[src/sv/brp_pkg.sv]
package brp_pkg;

    localparam int RANGE_W        = 32;
    localparam int IDX_W          = 10;
    localparam int CNT_W          = 11;
    localparam int MAX_PARTS_DEF  = 1024;
    localparam int COORD_BITS_DEF = 32;

    typedef enum logic [1:0] {
        STATUS_OK       = 2'd0,
        STATUS_TOO_MANY = 2'd1,
        STATUS_BAD_ARGS = 2'd2
    } t_status;

    typedef struct packed {
        logic signed [RANGE_W-1:0] range_low;
        logic signed [RANGE_W-1:0] range_high;
        logic [IDX_W-1:0]          part_index;
        logic [CNT_W-1:0]          part_count;
    } t_in_item;

    typedef struct packed {
        logic signed [RANGE_W-1:0] part_low;
        logic signed [RANGE_W-1:0] part_high;
        t_status                   status;
    } t_out_item;

    typedef enum logic [3:0] {
        S_IDLE,
        S_CHECK,
        S_RANGE,
        S_DIV_GO,
        S_DIV_WAIT,
        S_STEP,
        S_FIRST,
        S_LAST,
        S_DONE
    } t_state;

endpackage

[src/sv/brp_serial_div.sv]
module brp_serial_div #(
    parameter int WW = brp_pkg::COORD_BITS_DEF + 1
) (
    input  logic                      i_clk,
    input  logic                      i_rst_n,
    input  logic                      i_start,
    input  logic [WW-1:0]             i_dividend,
    input  logic [brp_pkg::CNT_W-1:0] i_divisor,
    output logic                      o_done,
    output logic [WW-1:0]             o_quotient
);

    localparam int CW_CNT = $clog2(WW + 1);

    logic                      r_busy;
    logic                      n_busy;
    logic                      r_done;
    logic                      n_done;
    logic [CW_CNT-1:0]         r_bits;
    logic [CW_CNT-1:0]         n_bits;
    logic [WW-1:0]             r_sr;
    logic [WW-1:0]             n_sr;
    logic [brp_pkg::CNT_W-1:0] r_rem;
    logic [brp_pkg::CNT_W-1:0] n_rem;
    logic [brp_pkg::CNT_W:0]   w_trial;
    logic [brp_pkg::CNT_W:0]   w_diff;
    logic                      w_qbit;

    // One quotient bit per cycle. The dividend leaves the shift register at the
    // top while quotient bits enter at the bottom; the remainder stays below the
    // divisor, so it is as narrow as the part count.
    always_comb begin
        w_trial = {r_rem, r_sr[WW-1]};
        w_diff  = w_trial - {1'b0, i_divisor};
        w_qbit  = (w_trial >= {1'b0, i_divisor});
        n_busy  = r_busy;
        n_done  = 1'b0;
        n_bits  = r_bits;
        n_sr    = r_sr;
        n_rem   = r_rem;
        if (i_start) begin
            n_busy = 1'b1;
            n_bits = CW_CNT'(WW);
            n_sr   = i_dividend;
            n_rem  = '0;
        end else if (r_busy) begin
            n_sr   = {r_sr[WW-2:0], w_qbit};
            n_rem  = w_qbit ? w_diff[brp_pkg::CNT_W-1:0] : w_trial[brp_pkg::CNT_W-1:0];
            n_bits = r_bits - CW_CNT'(1);
            if (r_bits == CW_CNT'(1)) begin
                n_busy = 1'b0;
                n_done = 1'b1;
            end
        end
    end

    always_ff @(posedge i_clk) begin
        if (!i_rst_n) begin
            r_busy <= 1'b0;
            r_done <= 1'b0;
            r_bits <= '0;
        end else begin
            r_busy <= n_busy;
            r_done <= n_done;
            r_bits <= n_bits;
        end
    end

    always_ff @(posedge i_clk) begin
        r_sr  <= n_sr;
        r_rem <= n_rem;
    end

    assign o_done     = r_done;
    assign o_quotient = r_sr;

endmodule

[src/sv/block_range_partition_core.sv]
// Returns the bounds of one part of an inclusive range split into part_count
// contiguous parts, where part 0 gets floor(W / part_count) values and every
// later part gets the remaining width divided by the parts still left. One item
// is worked on at a time: a bit-serial divider finds each part's share one
// quotient bit per cycle, and part k needs k + 1 divisions. After each division
// but the last, a step updates the offset and the remaining width; after the last
// one, the first and last bounds are formed and the result goes to the output.
// Items with invalid arguments or more parts than values skip the divisions and
// finish with zero bounds. A finished result waits in the output register, so
// the next item can be taken while it is still stalled.
module block_range_partition_core #(
    parameter int MAX_PARTS  = brp_pkg::MAX_PARTS_DEF,
    parameter int COORD_BITS = brp_pkg::COORD_BITS_DEF
) (
    input  logic                i_clk,
    input  logic                i_rst_n,
    input  logic                i_in_valid,
    output logic                o_in_stall,
    input  brp_pkg::t_in_item   i_in_item,
    output logic                o_out_valid,
    input  logic                i_out_stall,
    output brp_pkg::t_out_item  o_out_item
);

    localparam int CW  = COORD_BITS;
    localparam int WW  = CW + 1;
    localparam int XW  = (WW > brp_pkg::RANGE_W) ? WW : brp_pkg::RANGE_W;
    localparam int CMW = (WW > brp_pkg::CNT_W) ? WW : brp_pkg::CNT_W;
    localparam int SB  = (CW <= brp_pkg::RANGE_W) ? CW - 1 : brp_pkg::RANGE_W - 1;
    localparam logic [31:0] MAX_P = 32'(MAX_PARTS);

    brp_pkg::t_state            r_state;
    brp_pkg::t_state            n_state;
    logic [XW-1:0]              r_lo;
    logic [XW-1:0]              r_hi;
    logic [brp_pkg::IDX_W-1:0]  r_idx;
    logic [brp_pkg::CNT_W-1:0]  r_cnt;
    logic [brp_pkg::IDX_W-1:0]  r_i;
    logic [WW-1:0]              r_width;
    logic [WW-1:0]              r_off;
    logic [WW-1:0]              r_share;
    logic [XW-1:0]              r_first;
    brp_pkg::t_out_item         r_res;
    logic                       r_out_valid;
    brp_pkg::t_out_item         r_out;

    logic                       w_accept;
    logic                       w_out_free;
    logic                       w_bad;
    logic                       w_too_many;
    logic [XW-1:0]              w_diff;
    logic [XW-1:0]              w_last;
    logic [brp_pkg::CNT_W-1:0]  w_divisor;
    logic                       w_div_start;
    logic                       w_div_done;
    logic [WW-1:0]              w_div_q;

    // Coordinates are the low COORD_BITS bits of a range field, sign-extended (zero-extended if COORD_BITS > RANGE_W).
    function automatic logic [XW-1:0] f_coord(input logic [brp_pkg::RANGE_W-1:0] raw);
        logic [XW-1:0] ext;
        logic          sgn;
        logic [XW-1:0] v;
        ext = XW'(raw);
        sgn = (CW <= brp_pkg::RANGE_W) ? raw[SB] : 1'b0;
        for (int b = 0; b < XW; b++) begin
            v[b] = (b < CW) ? ext[b] : sgn;
        end
        return v;
    endfunction

    assign w_accept   = i_in_valid && !o_in_stall;
    assign w_out_free = !r_out_valid || !i_out_stall;
    assign w_bad      = ($signed(r_lo) > $signed(r_hi)) || (r_cnt == '0)
                        || (32'(r_cnt) > MAX_P) || (brp_pkg::CNT_W'(r_idx) >= r_cnt);
    assign w_too_many = (CMW'(r_cnt) > CMW'(r_width));
    assign w_diff     = r_hi - r_lo + XW'(1);
    assign w_last     = r_first + XW'(r_share) - XW'(1);
    assign w_divisor  = r_cnt - brp_pkg::CNT_W'(r_i);

    brp_serial_div #(
        .WW(WW)
    ) u_div (
        .i_clk      (i_clk),
        .i_rst_n    (i_rst_n),
        .i_start    (w_div_start),
        .i_dividend (r_width),
        .i_divisor  (w_divisor),
        .o_done     (w_div_done),
        .o_quotient (w_div_q)
    );

    always_comb begin
        n_state     = r_state;
        w_div_start = 1'b0;
        o_in_stall  = (r_state != brp_pkg::S_IDLE);
        unique case (r_state)
            brp_pkg::S_IDLE: begin
                if (i_in_valid) begin
                    n_state = brp_pkg::S_CHECK;
                end
            end
            brp_pkg::S_CHECK: begin
                n_state = w_bad ? brp_pkg::S_DONE : brp_pkg::S_RANGE;
            end
            brp_pkg::S_RANGE: begin
                n_state = w_too_many ? brp_pkg::S_DONE : brp_pkg::S_DIV_GO;
            end
            brp_pkg::S_DIV_GO: begin
                w_div_start = 1'b1;
                n_state     = brp_pkg::S_DIV_WAIT;
            end
            brp_pkg::S_DIV_WAIT: begin
                if (w_div_done) begin
                    n_state = (r_i == r_idx) ? brp_pkg::S_FIRST : brp_pkg::S_STEP;
                end
            end
            brp_pkg::S_STEP: begin
                n_state = brp_pkg::S_DIV_GO;
            end
            brp_pkg::S_FIRST: begin
                n_state = brp_pkg::S_LAST;
            end
            brp_pkg::S_LAST: begin
                n_state = brp_pkg::S_DONE;
            end
            brp_pkg::S_DONE: begin
                if (w_out_free) begin
                    n_state = brp_pkg::S_IDLE;
                end
            end
            default: begin
                n_state = brp_pkg::S_IDLE;
            end
        endcase
    end

    always_ff @(posedge i_clk) begin
        if (!i_rst_n) begin
            r_state     <= brp_pkg::S_IDLE;
            r_out_valid <= 1'b0;
        end else begin
            r_state <= n_state;
            if (r_state == brp_pkg::S_DONE && w_out_free) begin
                r_out_valid <= 1'b1;
            end else if (!i_out_stall) begin
                r_out_valid <= 1'b0;
            end
        end
    end

    always_ff @(posedge i_clk) begin
        if (w_accept) begin
            r_lo  <= f_coord(i_in_item.range_low);
            r_hi  <= f_coord(i_in_item.range_high);
            r_idx <= i_in_item.part_index;
            r_cnt <= i_in_item.part_count;
        end
        if (r_state == brp_pkg::S_CHECK) begin
            r_width <= w_diff[WW-1:0];
            if (w_bad) begin
                r_res <= '{part_low: '0, part_high: '0, status: brp_pkg::STATUS_BAD_ARGS};
            end
        end
        if (r_state == brp_pkg::S_RANGE) begin
            r_off <= '0;
            r_i   <= '0;
            if (w_too_many) begin
                r_res <= '{part_low: '0, part_high: '0, status: brp_pkg::STATUS_TOO_MANY};
            end
        end
        if (r_state == brp_pkg::S_DIV_WAIT && w_div_done) begin
            r_share <= w_div_q;
        end
        if (r_state == brp_pkg::S_STEP) begin
            r_off   <= r_off + r_share;
            r_width <= r_width - r_share;
            r_i     <= r_i + brp_pkg::IDX_W'(1);
        end
        if (r_state == brp_pkg::S_FIRST) begin
            r_first <= r_lo + XW'(r_off);
        end
        if (r_state == brp_pkg::S_LAST) begin
            r_res <= '{part_low:  r_first[brp_pkg::RANGE_W-1:0],
                       part_high: w_last[brp_pkg::RANGE_W-1:0],
                       status:    brp_pkg::STATUS_OK};
        end
        if (r_state == brp_pkg::S_DONE && w_out_free) begin
            r_out <= r_res;
        end
    end

    assign o_out_valid = r_out_valid;
    assign o_out_item  = r_out;

endmodule

[config.mk]
export PLATFORM = sky130hd
export DESIGN_NAME = block_range_partition_core
export DESIGN_NICKNAME = d
export VERILOG_FILES = /design/src/sv/brp_pkg.sv /design/src/sv/brp_serial_div.sv /design/src/sv/block_range_partition_core.sv
export SDC_FILE = /design/constraint.sdc
export NUM_CORES = 1
export LEC_CHECK = 0
export BUFFER_PORTS_ARGS = -buffer_cell sky130_fd_sc_hd__buf_2
export CORE_ASPECT_RATIO = 0.6
export CORE_MARGIN = 5
export CORE_UTILIZATION = 60
export DETAILED_ROUTE_END_ITERATION = 16
export PLACE_DENSITY = 0.86
export SLEW_MARGIN = 0
export SYNTH_ARGS = -nofsm -noshare
export SYNTH_HDL_FRONTEND = slang
export SYNTH_SLANG_ARGS = --single-unit
[constraint.sdc]
create_clock -name i_clk -period 12.7 [get_ports i_clk]
set_clock_uncertainty 0.2 [all_clocks]
set_input_delay 2.54 -clock i_clk [delete_from_list [all_inputs] [get_ports i_clk]]
set_output_delay 2.54 -clock i_clk [all_outputs]
set_load 0.1 [all_outputs]
Yosys cells after proc, flatten, opt, wreduce, memory -nomap -nowiden --
Index checks and enable logic that the tools add are counted.
Cells by class: $add $sub $neg 11, order comparisons 5, equality and inequality tests 14, muxes and demuxes 30, bitwise gates (word level) 2, reduce and logical (&&, ||, !) cells 19
Operator list (number):
- $mux W66 | 5
- $mux W33 | 6
- $add A32 B32 Y32 | 2
- $pmux W4 S9 | 1
- $add A33 B1 Y33 const B | 1
- $add A33 B33 Y33 | 1
- $gt A11 B33 Y1 | 1
- $sub A32 B32 Y33 | 1
- $sub A33 B33 Y33 | 1
- $gt A32 B32 Y1 | 1
- $sub A32 B1 Y32 const B | 1
- $mux W10 | 2
- $mux W4 | 5
- $eq A4 B3 Y1 const B | 4
- $ge A12 B11 Y1 | 1
- $mux W6 | 2
- $ge A10 B11 Y1 | 1
- $gt A11 B11 Y1 const B | 1
- $logic_not A11 Y1 | 1
- $mux W11 | 1
- $sub A11 B10 Y11 | 1
- $sub A11 B11 Y11 | 1
- $add A10 B1 Y10 const B | 1
- $eq A10 B10 Y1 | 1
- other kinds (19) | 38
Word-level totals: register bits after elaboration 415, input bits 89

Logic depth before layout (Yosys ltp) --
word-level depth 9, depth in mapped cells 20, depth with buffers taken out 19

By module --
Synthesis repeated with hierarchy kept, for this count alone.
Unflattened totals: cell total of the unflattened synthesis 2494, area total of the unflattened synthesis 25602.1 µm²
By module, submodules not included:
- block_range_partition_core | instances 1, cells an instance 2232, area each 22695.5 µm²
- brp_serial_div | instances 1, cells an instance 262, area each 2906.5 µm²

Least setup slack after synthesis --
OpenSTA, ideal clock, no wires.
path type input -> register, from in i_out_stall, to reg r_out, in the netlist o_out_item[0] (enable), setup time 0.512 ns, arrival 5.766 ns, required time 11.988 ns, slack 6.222 ns, stages on the path 1, cells stage by stage a21oi_1
Between the ends: word-level cells in the longest chain between the ends 3
Ends and longest elaborated chain:
- start, declared | line block_range_partition_core.sv:21 | input logic i_out_stall,
- $logic_not A1 Y1
- $logic_or A1 B1 Y1 | line block_range_partition_core.sv:72 | assign w_out_free = !r_out_valid || !i_out_stall;
- $logic_and A1 B1 Y1 | line block_range_partition_core.sv:187 | if (r_state == brp_pkg::S_DONE && w_out_free) begin
- end signal, assigned | line block_range_partition_core.sv:188 | r_out <= r_res;
- end, declared | line block_range_partition_core.sv:45 | brp_pkg::t_out_item r_out;
Every way passes these cells. A chain may end at the register's enable or synchronous reset.

Final worst setup path --
from reg r_state[3], to out o_in_stall
Between the ends: word-level cells in the longest chain between the ends 1
Ends and longest elaborated chain:
- start, declared | line block_range_partition_core.sv:32 | brp_pkg::t_state r_state;
- start signal, assigned | line block_range_partition_core.sv:139 | r_state <= brp_pkg::S_IDLE;
- start signal, assigned | line block_range_partition_core.sv:142 | r_state <= n_state;
- $reduce_bool A4 Y1 | line block_range_partition_core.sv:95 | o_in_stall = (r_state != brp_pkg::S_IDLE);
- end, declared | line block_range_partition_core.sv:18 | output logic o_in_stall,
Every way passes these cells.

==> Implementation_results.wiki <==
{| class="wikitable"
! Metric !! Value
|-
| Outcome || complete, no violations
|-
| Deepest level of the CTS H-tree || 2
|-
| Layout cells sized above 1 || roughly a tenth
|-
| Placement row count || between 50 and 60
|-
| Number of synthesized register bits || between 400 and 500
|-
| Ant. Diodes || 0
|-
| Port-buffer cells || about 160
|-
| Leading cell type in the layout, fill and taps excluded || sky130_fd_sc_hd__edfxtp_1
|-
| Number of distinct library cells after synthesis || 75
|-
| Synth Area in Adders || 15.4%
|-
| Share of synthesized area occupied by flip-flops and latches || about 46%
|-
| Type of the worst setup path || flip-flop to primary output
|-
| Number of buffers added to fix hold violations after cts || 0
|-
| Cell at the slowest stage of the critical path || sky130_fd_sc_hd__dfxtp_1
|-
| Via Count || 18899
|-
| Utilization after layout || 68.0%
|-
| Power per standard cell area || about 160 nW/um2
|-
| Final total negative setup slack || 0 ns
|-
| Total routed wirelength || 65.8 mm
|-
| Syn nets || 2804
|-
| Shortest period the worst path allows || ~4.6 ns
|-
| Placement Setup Slack || ~8.4 ns
|-
| Placer Congestion || about 0.95
|-
| Share of synthesized area spent on multiplexers || less than 1%
|-
| Core Area || between 40000 and 50000 um2
|-
| Main combinational cell family by area after synthesis || compound AO/OA/AOI/OAI gates
|-
| Number of sinks on the clock net || roughly 410
|-
| ANT nets after route || 0
|-
| Maximum number of pins on one net before global-route repair || 80
|-
| First-pass GRT wire length || between 100 and 150 mm
|-
| Achievable Freq || around 220 MHz
|-
| TritonCTS clock tree || yes
|-
| Max-cap violations || 0
|-
| Via count of the first global-routing pass || approximately 18000
|-
| Share of flip-flops with an asynchronous set or reset after synthesis || 0%
|-
| Actual slew at the worst max-slew pin || 1.15 ns
|-
| Number of instances in the synthesized netlist || 2413
|-
| Classification of the worst-slack hold path || flip-flop to flip-flop
|-
| Critical path required time || around 10 ns
|-
| Final Instance Area || roughly 28000 um2
|-
| Number of gates given a new drive strength after cts || 0
|-
| Reg2reg setup slack || ~8.4 ns
|-
| Final worst path period share || between 30% and 40%
|-
| Clock root cell || sky130_fd_sc_hd__clkbuf_16
|-
| Post-synth EDFFs || between 300 and 400
|-
| Height of the die || ~170 um
|-
| WP data arrival || between 1.5 and 2 ns
|-
| Starting density of the core || 61.2%
|-
| Top library cells by usage in the layout, fill and taps aside || sky130_fd_sc_hd__edfxtp_1, sky130_fd_sc_hd__ha_1, sky130_fd_sc_hd__inv_1
|-
| Maximum fanout encountered on the critical timing path || 11
|-
| Die width || between 200 and 300 um
|-
| Final instance count without filler cells || around 3200
|-
| Cell type with the largest total area after synthesis || sky130_fd_sc_hd__edfxtp_1
|-
| Via-per-instance ratio || roughly 6.0
|-
| Overall power of the completed layout || about 4.4 mW
|-
| Placed Cells || ~3100
|-
| Share of the synthesized netlist area taken by xor and xnor gates || 5.90%
|-
| DRC violations left || 0
|-
| Cell area after placement || 26300 um2
|-
| Area fraction in and, or, nand and nor cells after synthesis || around 11%
|-
| Worst-path clk slew || 0.06 ns
|-
| Number of nets in the final layout || roughly 3000
|-
| Cells taking the most area after synthesis || sky130_fd_sc_hd__edfxtp_1, sky130_fd_sc_hd__ha_1, sky130_fd_sc_hd__dfxtp_1
|-
| Antenna violations before repair || 1
|-
| FF/Latch Area || ~12000 um2
|-
| Fraction of post-synthesis cell area in the top cell type by area || between 30% and 40%
|-
| Most frequently used flop master after synthesis || sky130_fd_sc_hd__edfxtp_1
|-
| Total gr overflow || 0
|-
| Smallest setup slack after layout || around 8.1 ns
|-
| Synth Cell Area || 25000 um2
|-
| Avg Cell Area, Syn || slightly above 10 um2
|-
| Number of synthesis warnings || 0
|-
| Detailed-router iteration count before antenna repair || 6
|-
| Peak per-stage delay on the critical path || roughly 0.6 ns
|-
| Crit path capture type || primary output
|-
| Signed area change from the synthesized netlist to the final layout || 11.1%
|-
| WL/cell || about 21 um
|-
| Total track usage || 28.0%
|-
| Starting DRT DRC Count || 2338
|-
| Die area || approximately 46000 um2
|-
| Cts bufs inserted || 40
|-
| Hold Worst Slack || roughly 0.24 ns
|-
| Final-report max-slew violation count || 0
|-
| Post-DP HPWL || between 50 and 60 mm
|-
| Filler instances || ~3100
|-
| Clk Latency, worst-skew pair || ~0.57 ns
|-
| I/O pins || between 150 and 200
|-
| Number of endpoints failing setup at the final stage || 0
|-
| Compound-gate portion of the synthesized area || 16.1%
|-
| Hold violation count in the final report || 0
|-
| Leak || about 12 nW
|-
| Max clock buf depth || 3
|-
| Highest ir drop seen on vdd || 0.115 mV
|-
| Area used by multi-input combinational logic || ~12000 um2
|-
| Cells traversed along the worst timing path || nor2_1 -> nand2_1 -> buf_2
|-
| Worst setup SP type || flip-flop
|-
| Setup repair after global routing missed its margin || false
|-
| Setup Fix Bufs, Post-CTS || 0
|-
| Worst-case headroom to the max-slew limit || between 20% and 30%
|}
[cells by family (layout without fill, tap and decap cells)]
kind of cell	count (synthesis)	after routing
adder cells (fa/ha/maj)	302	302
AO/OA/AOI/OAI	616	616
XOR/XNOR	168	168
multiplexers	7	7
buffers and inverters	311	507
flip-flops	414	414
AND/OR/NAND/NOR	595	595
[area by class of cell]
| type | count | area share [%] |
|---|---|---|
| sequential | 414 | 41.6 |
| clock inverter | 22 | 1.08 |
| inverter | 265 | 3.59 |
| multi-input combinational | 1688 | 44.2 |
| tap | 560 | 2.53 |
| clock buffer | 52 | 3.92 |
| timing repair buffer | 168 | 3.14 |
[synth_stat cells, drive strengths merged (37+ instances only)]
| cell type | n |
|---|---|
| o21ai | 121 |
| nand3 | 43 |
| a22o | 60 |
| nor3 | 39 |
| a21oi | 182 |
| a21o | 91 |
| nor2 | 168 |
| xnor2 | 108 |
| xor2 | 60 |
| ha | 294 |
| clkbuf | 37 |
| nand2 | 180 |
| dfxtp | 90 |
| inv | 265 |
| edfxtp | 324 |
[metal layers]
metal  global-route usage, %  share of wire (%)  vias to the layer above
li1                        -                  -                     9008
met1                    45.4                 47                     8816
met2                    36.3                 37                      990
met3                    9.76                 15                       85
met4                    3.88                1.4                        0
met5                       0                  0                        -
[critical path: cells and delay by family, from the launching register on]
family / cells / cell delay (ns)
and+or+nand+nor: 2 / 0.24
DFF: 1 / 0.61
buffers and inverters: 1 / 0.42
[worst paths after layout]
check,from,cells past startpoint,end
setup reg to reg,r_lo[1],15,r_width[29]
hold reg to reg,r_res[32],0,o_out_item[32]
setup / recovery,r_state[3],3,o_in_stall
hold / removal,r_res[32],0,o_out_item[32]
[power by group]
group | switching [mW] | internal [mW]
clock | 0.526 | 0.733
combinational | 0.902 | 0.498
sequential | 0.118 | 1.62
total | 1.55 | 2.86
[registers in the layout (all words and copies together), names as in the netlist]
name / count
r_width: 33
u_div.r_bits: 6
r_hi: 32
u_div.r_busy: 1
r_share: 33
r_i: 10
r_state: 4
o_out_item: 66
r_lo: 32
r_cnt: 11
u_div.o_done: 1
r_first: 32
r_res: 66
u_div.r_rem: 11
r_off: 32
u_div.o_quotient: 33
o_out_valid: 1
r_idx: 10
Note: power is estimated with default switching activity, not from simulation.
